`src/hdl/tss_pkg.sv`:
```
// Shared types, constants and helpers for the tridiagonal sweep solver.
`default_nettype none
package tss_pkg;

    localparam int Q_W       = 32;
    localparam int WIDE_W    = 33;
    localparam int IDX_W     = 6;
    localparam int CFG_IDX_W = 3;
    localparam int EPS_W     = 31;
    localparam int STAT_W    = 2;

    localparam logic signed [Q_W-1:0] Q_MAX = 32'sh7FFF_FFFF;
    localparam logic signed [Q_W-1:0] Q_MIN = 32'sh8000_0000;

    typedef enum logic [STAT_W-1:0] {
        STAT_OK     = 2'd0,
        STAT_PIVOT  = 2'd1,
        STAT_EDGE   = 2'd2,
        STAT_LENGTH = 2'd3
    } t_status;

    typedef enum logic [CFG_IDX_W-1:0] {
        CFG_KAPPA_LEFT  = 3'd0,
        CFG_MU_LEFT     = 3'd1,
        CFG_KAPPA_RIGHT = 3'd2,
        CFG_MU_RIGHT    = 3'd3,
        CFG_EPSILON     = 3'd4
    } t_cfg_idx;

    typedef enum logic [2:0] {
        MUL_NONE     = 3'd0,
        MUL_A_ALPHA  = 3'd1,
        MUL_A_BETA   = 3'd2,
        MUL_KR_ALPHA = 3'd3,
        MUL_KR_BETA  = 3'd4,
        MUL_ALPHA_Y  = 3'd5
    } t_mul_op;

    typedef enum logic {
        DEN_ROW  = 1'b0,
        DEN_EDGE = 1'b1
    } t_den_sel;

    typedef enum logic [1:0] {
        NUM_B   = 2'd0,
        NUM_PHI = 2'd1,
        NUM_MR  = 2'd2
    } t_num_sel;

    typedef struct packed {
        logic                    en;
        logic [CFG_IDX_W-1:0]    idx;
        logic [Q_W-1:0]          data;
    } t_cfg_wr;

    typedef struct packed {
        logic signed [Q_W-1:0] a;
        logic signed [Q_W-1:0] c;
        logic signed [Q_W-1:0] b;
        logic signed [Q_W-1:0] phi;
    } t_row;

    typedef struct packed {
        logic             load_row;
        logic             seed;
        logic             rd_en;
        logic [IDX_W-1:0] rd_addr;
        logic             wr_alpha;
        logic             wr_beta;
        logic [IDX_W-1:0] wr_addr;
        t_mul_op          mul_op;
        logic             den_load;
        t_den_sel         den_sel;
        logic             div_start;
        t_num_sel         num_sel;
        logic             y_from_div;
        logic             y_step;
    } t_dp_cmd;

    typedef struct packed {
        logic den_small;
        logic div_done;
    } t_dp_stat;

    typedef struct packed {
        logic               valid;
        logic [IDX_W-1:0]   sol_index;
        logic               last_result;
        t_status            status;
        logic               zero_sol;
    } t_out_ctl;

    // Clamp a wide signed value to the Q range
    function automatic logic signed [Q_W-1:0] sat_q(input logic signed [63:0] x);
        if (x > 64'(Q_MAX))
            return Q_MAX;
        else if (x < 64'(Q_MIN))
            return Q_MIN;
        else
            return x[Q_W-1:0];
    endfunction

endpackage
`default_nettype wire

```
`src/hdl/tss_ctrl.sv`:
```
// Controller: row counting, fault tracking and the sweep sequence.
`default_nettype none
module tss_ctrl
    import tss_pkg::*;
#(
    parameter int MAX_ROWS = 64
) (
    input  wire       i_clk,
    input  wire       i_rst_n,
    input  wire       i_in_valid,
    input  wire       i_last_row,
    output logic      o_in_ready,
    input  wire       i_out_ready,
    input  t_dp_stat  i_stat,
    output t_dp_cmd   o_cmd,
    output t_out_ctl  o_out
);
    localparam int CW = $clog2(MAX_ROWS + 1);

    typedef enum logic [15:0] {
        S_IDLE   = 16'h0001,
        S_DECIDE = 16'h0002,
        S_RMUL   = 16'h0004,
        S_RDEN   = 16'h0008,
        S_RCHK   = 16'h0010,
        S_RDIVA  = 16'h0020,
        S_RDIVB  = 16'h0040,
        S_EMUL   = 16'h0080,
        S_EDEN   = 16'h0100,
        S_ECHK   = 16'h0200,
        S_EGO    = 16'h0400,
        S_EWAIT  = 16'h0800,
        S_OUT    = 16'h1000,
        S_SRD    = 16'h2000,
        S_SY     = 16'h4000,
        S_ERR    = 16'h8000
    } t_state;

    t_state           r_state, n_state;
    logic [CW-1:0]    r_cnt, n_cnt;
    t_status          r_fault, n_fault;
    logic [IDX_W-1:0] r_frow, n_frow;
    logic [IDX_W-1:0] r_idx, n_idx;
    logic             r_last;
    logic             go_row;

    always_comb begin
        n_state = r_state;
        n_cnt   = r_cnt;
        n_fault = r_fault;
        n_frow  = r_frow;
        n_idx   = r_idx;
        go_row  = 1'b0;
        o_cmd   = '0;
        o_cmd.mul_op  = MUL_NONE;
        o_cmd.den_sel = DEN_ROW;
        o_cmd.num_sel = NUM_B;

        case (r_state)
            S_IDLE: begin
                if (i_in_valid) begin
                    o_cmd.load_row = 1'b1;
                    n_state = S_DECIDE;
                end
            end
            S_DECIDE: begin
                if (r_fault == STAT_OK) begin
                    if (r_cnt == '0) begin
                        o_cmd.seed = 1'b1;
                        if (r_last) begin
                            n_fault = STAT_LENGTH;
                            n_frow  = '0;
                        end
                    end else if (!r_last) begin
                        if (r_cnt >= CW'(MAX_ROWS - 1)) begin
                            n_fault = STAT_LENGTH;
                            n_frow  = IDX_W'(MAX_ROWS - 1);
                        end else begin
                            o_cmd.rd_en   = 1'b1;
                            o_cmd.rd_addr = IDX_W'(r_cnt);
                            n_idx  = IDX_W'(r_cnt);
                            go_row = 1'b1;
                        end
                    end
                end
                if (!r_last) begin
                    if (r_cnt < CW'(MAX_ROWS))
                        n_cnt = r_cnt + 1'b1;
                    n_state = go_row ? S_RMUL : S_IDLE;
                end else if (r_fault != STAT_OK || r_cnt == '0) begin
                    n_state = S_ERR;
                end else begin
                    // edge row: n = rows seen so far
                    o_cmd.rd_en   = 1'b1;
                    o_cmd.rd_addr = IDX_W'(r_cnt);
                    n_idx   = IDX_W'(r_cnt);
                    n_state = S_EMUL;
                end
            end
            S_RMUL: begin
                o_cmd.mul_op = MUL_A_ALPHA;
                n_state = S_RDEN;
            end
            S_RDEN: begin
                o_cmd.den_load = 1'b1;
                o_cmd.den_sel  = DEN_ROW;
                n_state = S_RCHK;
            end
            S_RCHK: begin
                if (i_stat.den_small) begin
                    n_fault = STAT_PIVOT;
                    n_frow  = r_idx;
                    n_state = S_IDLE;
                end else begin
                    o_cmd.mul_op    = MUL_A_BETA;
                    o_cmd.div_start = 1'b1;
                    o_cmd.num_sel   = NUM_B;
                    n_state = S_RDIVA;
                end
            end
            S_RDIVA: begin
                if (i_stat.div_done) begin
                    o_cmd.wr_alpha  = 1'b1;
                    o_cmd.wr_addr   = r_idx + 1'b1;
                    o_cmd.div_start = 1'b1;
                    o_cmd.num_sel   = NUM_PHI;
                    n_state = S_RDIVB;
                end
            end
            S_RDIVB: begin
                if (i_stat.div_done) begin
                    o_cmd.wr_beta = 1'b1;
                    o_cmd.wr_addr = r_idx + 1'b1;
                    n_state = S_IDLE;
                end
            end
            S_EMUL: begin
                o_cmd.mul_op = MUL_KR_ALPHA;
                n_state = S_EDEN;
            end
            S_EDEN: begin
                o_cmd.den_load = 1'b1;
                o_cmd.den_sel  = DEN_EDGE;
                n_state = S_ECHK;
            end
            S_ECHK: begin
                if (i_stat.den_small) begin
                    n_fault = STAT_EDGE;
                    n_frow  = r_idx;
                    n_state = S_ERR;
                end else begin
                    o_cmd.mul_op = MUL_KR_BETA;
                    n_state = S_EGO;
                end
            end
            S_EGO: begin
                o_cmd.div_start = 1'b1;
                o_cmd.num_sel   = NUM_MR;
                n_state = S_EWAIT;
            end
            S_EWAIT: begin
                if (i_stat.div_done) begin
                    o_cmd.y_from_div = 1'b1;
                    n_state = S_OUT;
                end
            end
            S_OUT: begin
                if (i_out_ready) begin
                    if (r_idx == '0) begin
                        n_cnt   = '0;
                        n_fault = STAT_OK;
                        n_frow  = '0;
                        n_state = S_IDLE;
                    end else begin
                        o_cmd.rd_en   = 1'b1;
                        o_cmd.rd_addr = r_idx;
                        n_state = S_SRD;
                    end
                end
            end
            S_SRD: begin
                o_cmd.mul_op = MUL_ALPHA_Y;
                n_state = S_SY;
            end
            S_SY: begin
                o_cmd.y_step = 1'b1;
                n_idx   = r_idx - 1'b1;
                n_state = S_OUT;
            end
            S_ERR: begin
                if (i_out_ready) begin
                    n_cnt   = '0;
                    n_fault = STAT_OK;
                    n_frow  = '0;
                    n_state = S_IDLE;
                end
            end
            default: n_state = S_IDLE;
        endcase
    end

    always_ff @(posedge i_clk) begin
        if (!i_rst_n) begin
            r_state <= S_IDLE;
            r_cnt   <= '0;
            r_fault <= STAT_OK;
            r_frow  <= '0;
            r_idx   <= '0;
            r_last  <= 1'b0;
        end else begin
            r_state <= n_state;
            r_cnt   <= n_cnt;
            r_fault <= n_fault;
            r_frow  <= n_frow;
            r_idx   <= n_idx;
            if (r_state == S_IDLE && i_in_valid)
                r_last <= i_last_row;
        end
    end

    assign o_in_ready = (r_state == S_IDLE);

    always_comb begin
        o_out.valid       = (r_state == S_OUT) || (r_state == S_ERR);
        o_out.zero_sol    = (r_state == S_ERR);
        o_out.sol_index   = (r_state == S_ERR) ? r_frow : r_idx;
        o_out.last_result = (r_state == S_ERR) || (r_idx == '0);
        o_out.status      = (r_state == S_ERR) ? r_fault : STAT_OK;
    end
endmodule
`default_nettype wire

```
`config.mk`:
```
export PLATFORM = sky130hd
export DESIGN_NAME = tss_ctrl
export DESIGN_NICKNAME = d
export VERILOG_FILES = /design/src/hdl/tss_pkg.sv /design/src/hdl/tss_ctrl.sv
export SDC_FILE = /design/constraint.sdc
export NUM_CORES = 1
export LEC_CHECK = 0
export BUFFER_PORTS_ARGS = -buffer_cell sky130_fd_sc_hd__buf_2
export CAP_MARGIN = 20
export CORE_MARGIN = 2
export CORE_UTILIZATION = 54
export CTS_BUF_LIST = sky130_fd_sc_hd__clkbuf_8
export CTS_CLUSTER_DIAMETER = 150
export DETAILED_ROUTE_END_ITERATION = 12
export PLACE_DENSITY_LB_ADDON = 0.15
export SYNTH_ARGS = -nofsm -noshare
export SYNTH_HDL_FRONTEND = slang
export SYNTH_SLANG_ARGS = --single-unit
```
`constraint.sdc`:
```
create_clock -name i_clk -period 2.6 [get_ports i_clk]
set_input_delay 0.52 -clock i_clk [delete_from_list [all_inputs] [get_ports i_clk]]
set_output_delay 0.52 -clock i_clk [all_outputs]
set_load 0.01 [all_outputs]
```
**Word-level counts from Yosys, hierarchy flattened**

Index checks and enable logic that the tools add are counted.
Widths: inputs -> output; s select.

- Memories kept: 0
- Logic and storage cells: 141
- ROM bits: 0
- Register bits after elaboration: 38
- Bits in latches: 0
- Bits in writable memories: 0
- Output and inout bits: 39
- Input bits: 7

- $add $sub $neg: 3
- Order comparisons: 2
- Bitwise operators: 0
- Eq/ne operators: 32
- Div/mod/pow operators: 0
- Multiply operators: 0
- Reduce and logical (&&, ||, !) cells: 17
- Mux-type cells: 81
- Shifts and indexed selects: 0

Operators by type and width:

| cell | count |
|---|---|
| $pmux 16 s16 | 1 |
| $mux 16 | 9 |
| $mux 6 | 18 |
| $mux 7 | 13 |
| $mux 2 | 12 |
| $pmux 6 s2 | 2 |
| $pmux 6 s4 | 1 |
| $ne 2x2->1 const B | 11 |
| $pmux 7 s3 | 1 |
| $eq 16x1->1 const B | 1 |
| $eq 16x10->1 const B | 1 |
| $eq 16x11->1 const B | 1 |
| $eq 16x12->1 const B | 1 |
| $eq 16x13->1 const B | 1 |
| $eq 16x14->1 const B | 1 |
| $eq 16x15->1 const B | 1 |
| $eq 16x16->1 const B | 1 |
| $eq 16x2->1 const B | 1 |
| $eq 16x3->1 const B | 1 |
| $eq 16x4->1 const B | 1 |
| $eq 16x5->1 const B | 1 |
| $eq 16x6->1 const B | 1 |
| $eq 16x7->1 const B | 1 |
| $eq 16x8->1 const B | 1 |
| 30 further kinds | 52 |

**Depth between registers and ports, before layout**

- Word-level depth: 9
- Mapped depth: 8
- Gate-level depth less buffers: 8

**Worst setup path after synthesis**

No wires, ideal clock.

- Path kind: register -> output
- Start point: reg r_state[12]
- End point: out o_cmd[18] (netlist bit)
- Path slack: 0.079 ns
- Arrival time: 2.001 ns
- Required time: 2.080 ns
- Path buffers: 2
- Stages on the path, launching flop included: 7
- Cells stage by stage: dfxtp_1 -> buf_6 -> or4_4 -> nor4_4 -> buf_2 -> nand2_1 -> o22ai_1

RTL lines:

| element | RTL line | RTL |
|---|---|---|
| start, declared | tss_ctrl.sv:39 | `t_state r_state, n_state;` |
| start signal, assigned | tss_ctrl.sv:211 | `r_state <= n_state;` |
| end, declared | tss_ctrl.sv:15 | `output t_dp_cmd o_cmd,` |

==> metrics.md <==
| Metric | Value |
|---|---|
| Setup-failing EPs final | `5` |
| YS warnings | `0` |
| Chip Width | `73.8 µm` |
| Synth Flop Type | `dfxtp_1` |
| Count of pins over their slew limit | `0` |
| Internal | `0.914 mW` |
| RSZ-0062 raised after global routing | `yes` |
| Crit path max fanout | `5` |
| Failing checks | `negative setup slack` |
| Worst slew pin tran | `597 ps` |
| Worst EP arrival | `2170 ps` |
| Core area | `4720 µm²` |
| DIE AREA | `5450 µm²` |
| CP required | `2080 ps` |
| Comb pwr share | `24.7%` |
| Layout cells sized above 1 | `43.9%` |
| Detail Placement HPWL | `6340 µm` |
| Outcome | `finished, violations left` |
| Worst-case clock buffer depth | `2` |
| Count of input and output buffers | `45` |
| CTS root buf | `clkbuf_8` |
| M2 GR Usage | `56.0%` |
| Met1 GRT Util | `39.7%` |
| Setup TNS | `-315 ps` |
| Worst-skew pair later-pin latency | `290 ps` |
| Most used routing layer | `met2` |
| Post-synth cell types | `66` |
| CTS Buf Count | `5` |
| Leak | `1.71 nW` |
| XOR/XNOR Fraction of Synth Area | `3.33%` |
| Detailed Route Iter0 Violations | `315` |
| Final Wtd Congestion | `0.963` |
| Max cap viols | `0` |
| Row cnt | `25` |
| DRT antenna net count | `0` |
| Synth Register Bits | `38` |
| Post-synth EDFFs | `0` |
| GRT Overall Usage | `32.4%` |
| Post-Route WL | `9180 µm` |
| CP Capture Type | `primary output` |
| I/O pins | `46` |
| DR vias | `3,119` |
| Initial antenna violation count | `0` |
| Syn_nets | `353` |
| VDD IR max | `249 µV` |
| CP Class | `reg -> out` |
| Die Span Y | `73.8 µm` |
| Setup ws final | `-88.4 ps` |
| Post-route minimum period | `2690 ps` |
| Final period util | `103%` |
| # clock sinks | `38` |
| Pre-CTS setup slack | `66.0 ps` |
| WL per Instance | `18.1 µm` |
| Switching Fraction | `30.4%` |
| Skew final | `3.46 ps` |
| Mux cell area share after synthesis | `3.09%` |
| Mean Syn Cell Area | `7.72 µm²` |
| Global-route wire length before repair | `13,500 µm` |
| CTS tree | `built` |
| Met3 GRT Util | `5.35%` |
| Power Density | `345 nW/µm²` |
| Mapped Area | `2630 µm²` |
| Seq/Total Area, Yosys | `28.9%` |
| P&R area growth vs syn | `44.3%` |
| Sequential share of power | `46.3%` |
| Synthesized-area fraction occupied by adder cells | `2.38%` |
| Layout filler cell count | `332` |
| H-tree depth | `2` |
| Synth Area in Compound Gates | `19.5%` |
| Ys async rst share | `0%` |
| Post-layout nets | `452` |
| Worst-path clk slew | `70 ps` |
| DR pass1 iterations | `5` |
| Antenna Diode Count | `0` |
| Largest net degree at the start of global routing | `19` |
| Maximum clock rate | `372 MHz` |
| Clock power share | `29.0%` |
| Max transition margin | `59.6%` |
| Vias in the first global route | `2,788` |
| Cells after synthesis | `341` |
| Simple-gate share of the synthesized area | `37.8%` |
| Min-Delay Path Class | `reg -> reg` |
| Via density per instance | `6.15` |
| CP Launch Type | `register` |
| DRC Markers | `0` |
| Final hold viol count | `0` |
| Overflow after GRT | `0` |
| Largest family of logic cells by synthesized area | `simple AND/OR/NAND/NOR gates` |
| Initial core utilization | `55.7%` |
| NetSw | `0.398 mW` |
power by group through the flow:
stage / Sequential [mW] / Combinational [mW] / Clock, mW
final: 0.608 / 0.324 / 0.380
after global routing: 0.609 / 0.343 / 0.402
after CTS: 0.605 / 0.250 / 0.387
after detailed placement: 0.618 / 0.228 / 0
after global placement: 0.618 / 0.230 / 0
after floorplan: 0.615 / 0.135 / 0
registers in the layout, summed over array words and instances (netlist names):
name     cells
r_last       1
r_frow       6
r_fault      2
r_cnt        7
r_state     16
r_idx        6
cell families (layout without fill, tap and decap cells):
kind of cell / Yosys count / count (layout)
multiplexers: 8 / 8
AND/OR/NAND/NOR: 175 / 175
adder cells (fa/ha/maj): 5 / 5
buffers and inverters: 31 / 130
flip-flops: 38 / 38
XOR/XNOR: 10 / 10
AO/OA/AOI/OAI: 74 / 74
worst max-delay path: stages, from the launching register on:
cell,delay (ps)
dfxtp_4,360
or4_4,590
nor3_2,190
buf_4,170
and3_4,200
nand2_4,80
o22ai_2,140
buf_2,160
worst paths after layout:
kind           endpoint       start  slack (ps)  cells past startpoint
max           o_cmd[19]  r_state[3]         -90                      7
min           r_frow[3]   r_frow[3]         460                      2
max reg2reg  r_fault[0]  r_state[8]         100                      7
min reg2reg   r_frow[3]   r_frow[3]         460                      2
cells in the mapped netlist, types with 3 or more instances:
cell type / number / area share, %
nand2b_1: 5 / 1.2
or3_1: 4 / 0.95
buf_2: 5 / 0.95
and3_1: 12 / 2.9
a22oi_1: 3 / 0.86
and2_1: 5 / 1.2
inv_1: 14 / 2.0
o22ai_1: 3 / 0.71
a21oi_1: 18 / 3.4
nor2_1: 41 / 5.8
nand4_1: 8 / 1.9
o21ai_0: 17 / 3.2
nor3_1: 12 / 2.3
clkbuf_1: 8 / 1.1
ha_1: 5 / 2.4
a22o_1: 4 / 1.3
xor2_1: 6 / 2.0
nand3_1: 13 / 2.5
or4b_2: 3 / 1.1
nor4b_1: 5 / 1.7
nor4_1: 6 / 1.4
nand2_1: 36 / 5.1
or4_1: 4 / 1.1
mux2i_1: 7 / 2.7
xnor2_1: 4 / 1.3
or4_4: 3 / 1.3
nand3b_1: 4 / 1.1
dfxtp_1: 38 / 29
layout make-up:
cell class / count / area [µm²] / area share [%]
Timing Repair inverter: 1 / 7.51 / 0.198
Multi-Input combinational cell: 272 / 2040 / 53.7
Sequential cell: 38 / 790 / 20.8
Timing Repair Buffer: 107 / 743 / 19.6
Clock inverter: 2 / 7.51 / 0.198
Inverter: 15 / 58.8 / 1.55
Clock buffer: 5 / 68.8 / 1.81
Tap cell: 67 / 83.8 / 2.21
per-layer routing:
metal	wire length, µm	part of all wire [%]	up-vias
li1	-	-	1455
met1	3710	40	1468
met2	4560	50	155
met3	611	6.7	41
met4	302	3.3	0
met5	0	0	-
metrics by stage:
stage          cells  hold WS (ps)  util (%)  cell area [µm²]  power (mW)
2_1_floorplan    341           439         -             2630       0.750
3_3_place_gp     475           447      66.7             3150       0.847
3_5_place_dp     475           453      66.7             3150       0.846
4_1_cts          492           464      71.9             3400        1.24
5_1_grt          507           471      80.5             3800        1.35
6_report         507           461      80.5             3800        1.31
timing repair:
action                                  CTS  global route
pin swaps                                 5            30
resized for setup                        22            79
hold buffers                              0             0
setup buffers                            10            16
cloned                                    0             1
endpoints found under the setup margin   30            39
cells in the final DEF, fill, tap and decap left out, types with 3 or more instances in the layout:
master	n
a21oi_1	17
a22o_1	4
a22oi_1	3
and2_1	4
and3_1	8
and3_4	4
buf_2	42
buf_4	53
buf_6	12
clkbuf_8	5
dfxtp_1	25
dfxtp_2	8
dfxtp_4	5
ha_1	4
inv_1	15
mux2i_1	7
nand2_1	25
nand2_2	10
nand2b_1	5
nand3_1	8
nand3_4	4
nand3b_1	4
nand4_1	8
nor2_1	37
nor2_2	3
nor3_1	10
nor4_1	4
nor4_4	6
nor4b_1	5
o21ai_0	13
o21ai_2	4
or3_1	4
or4_4	7
xnor2_1	4
xor2_1	6
Power figures use the tool's default switching activity.
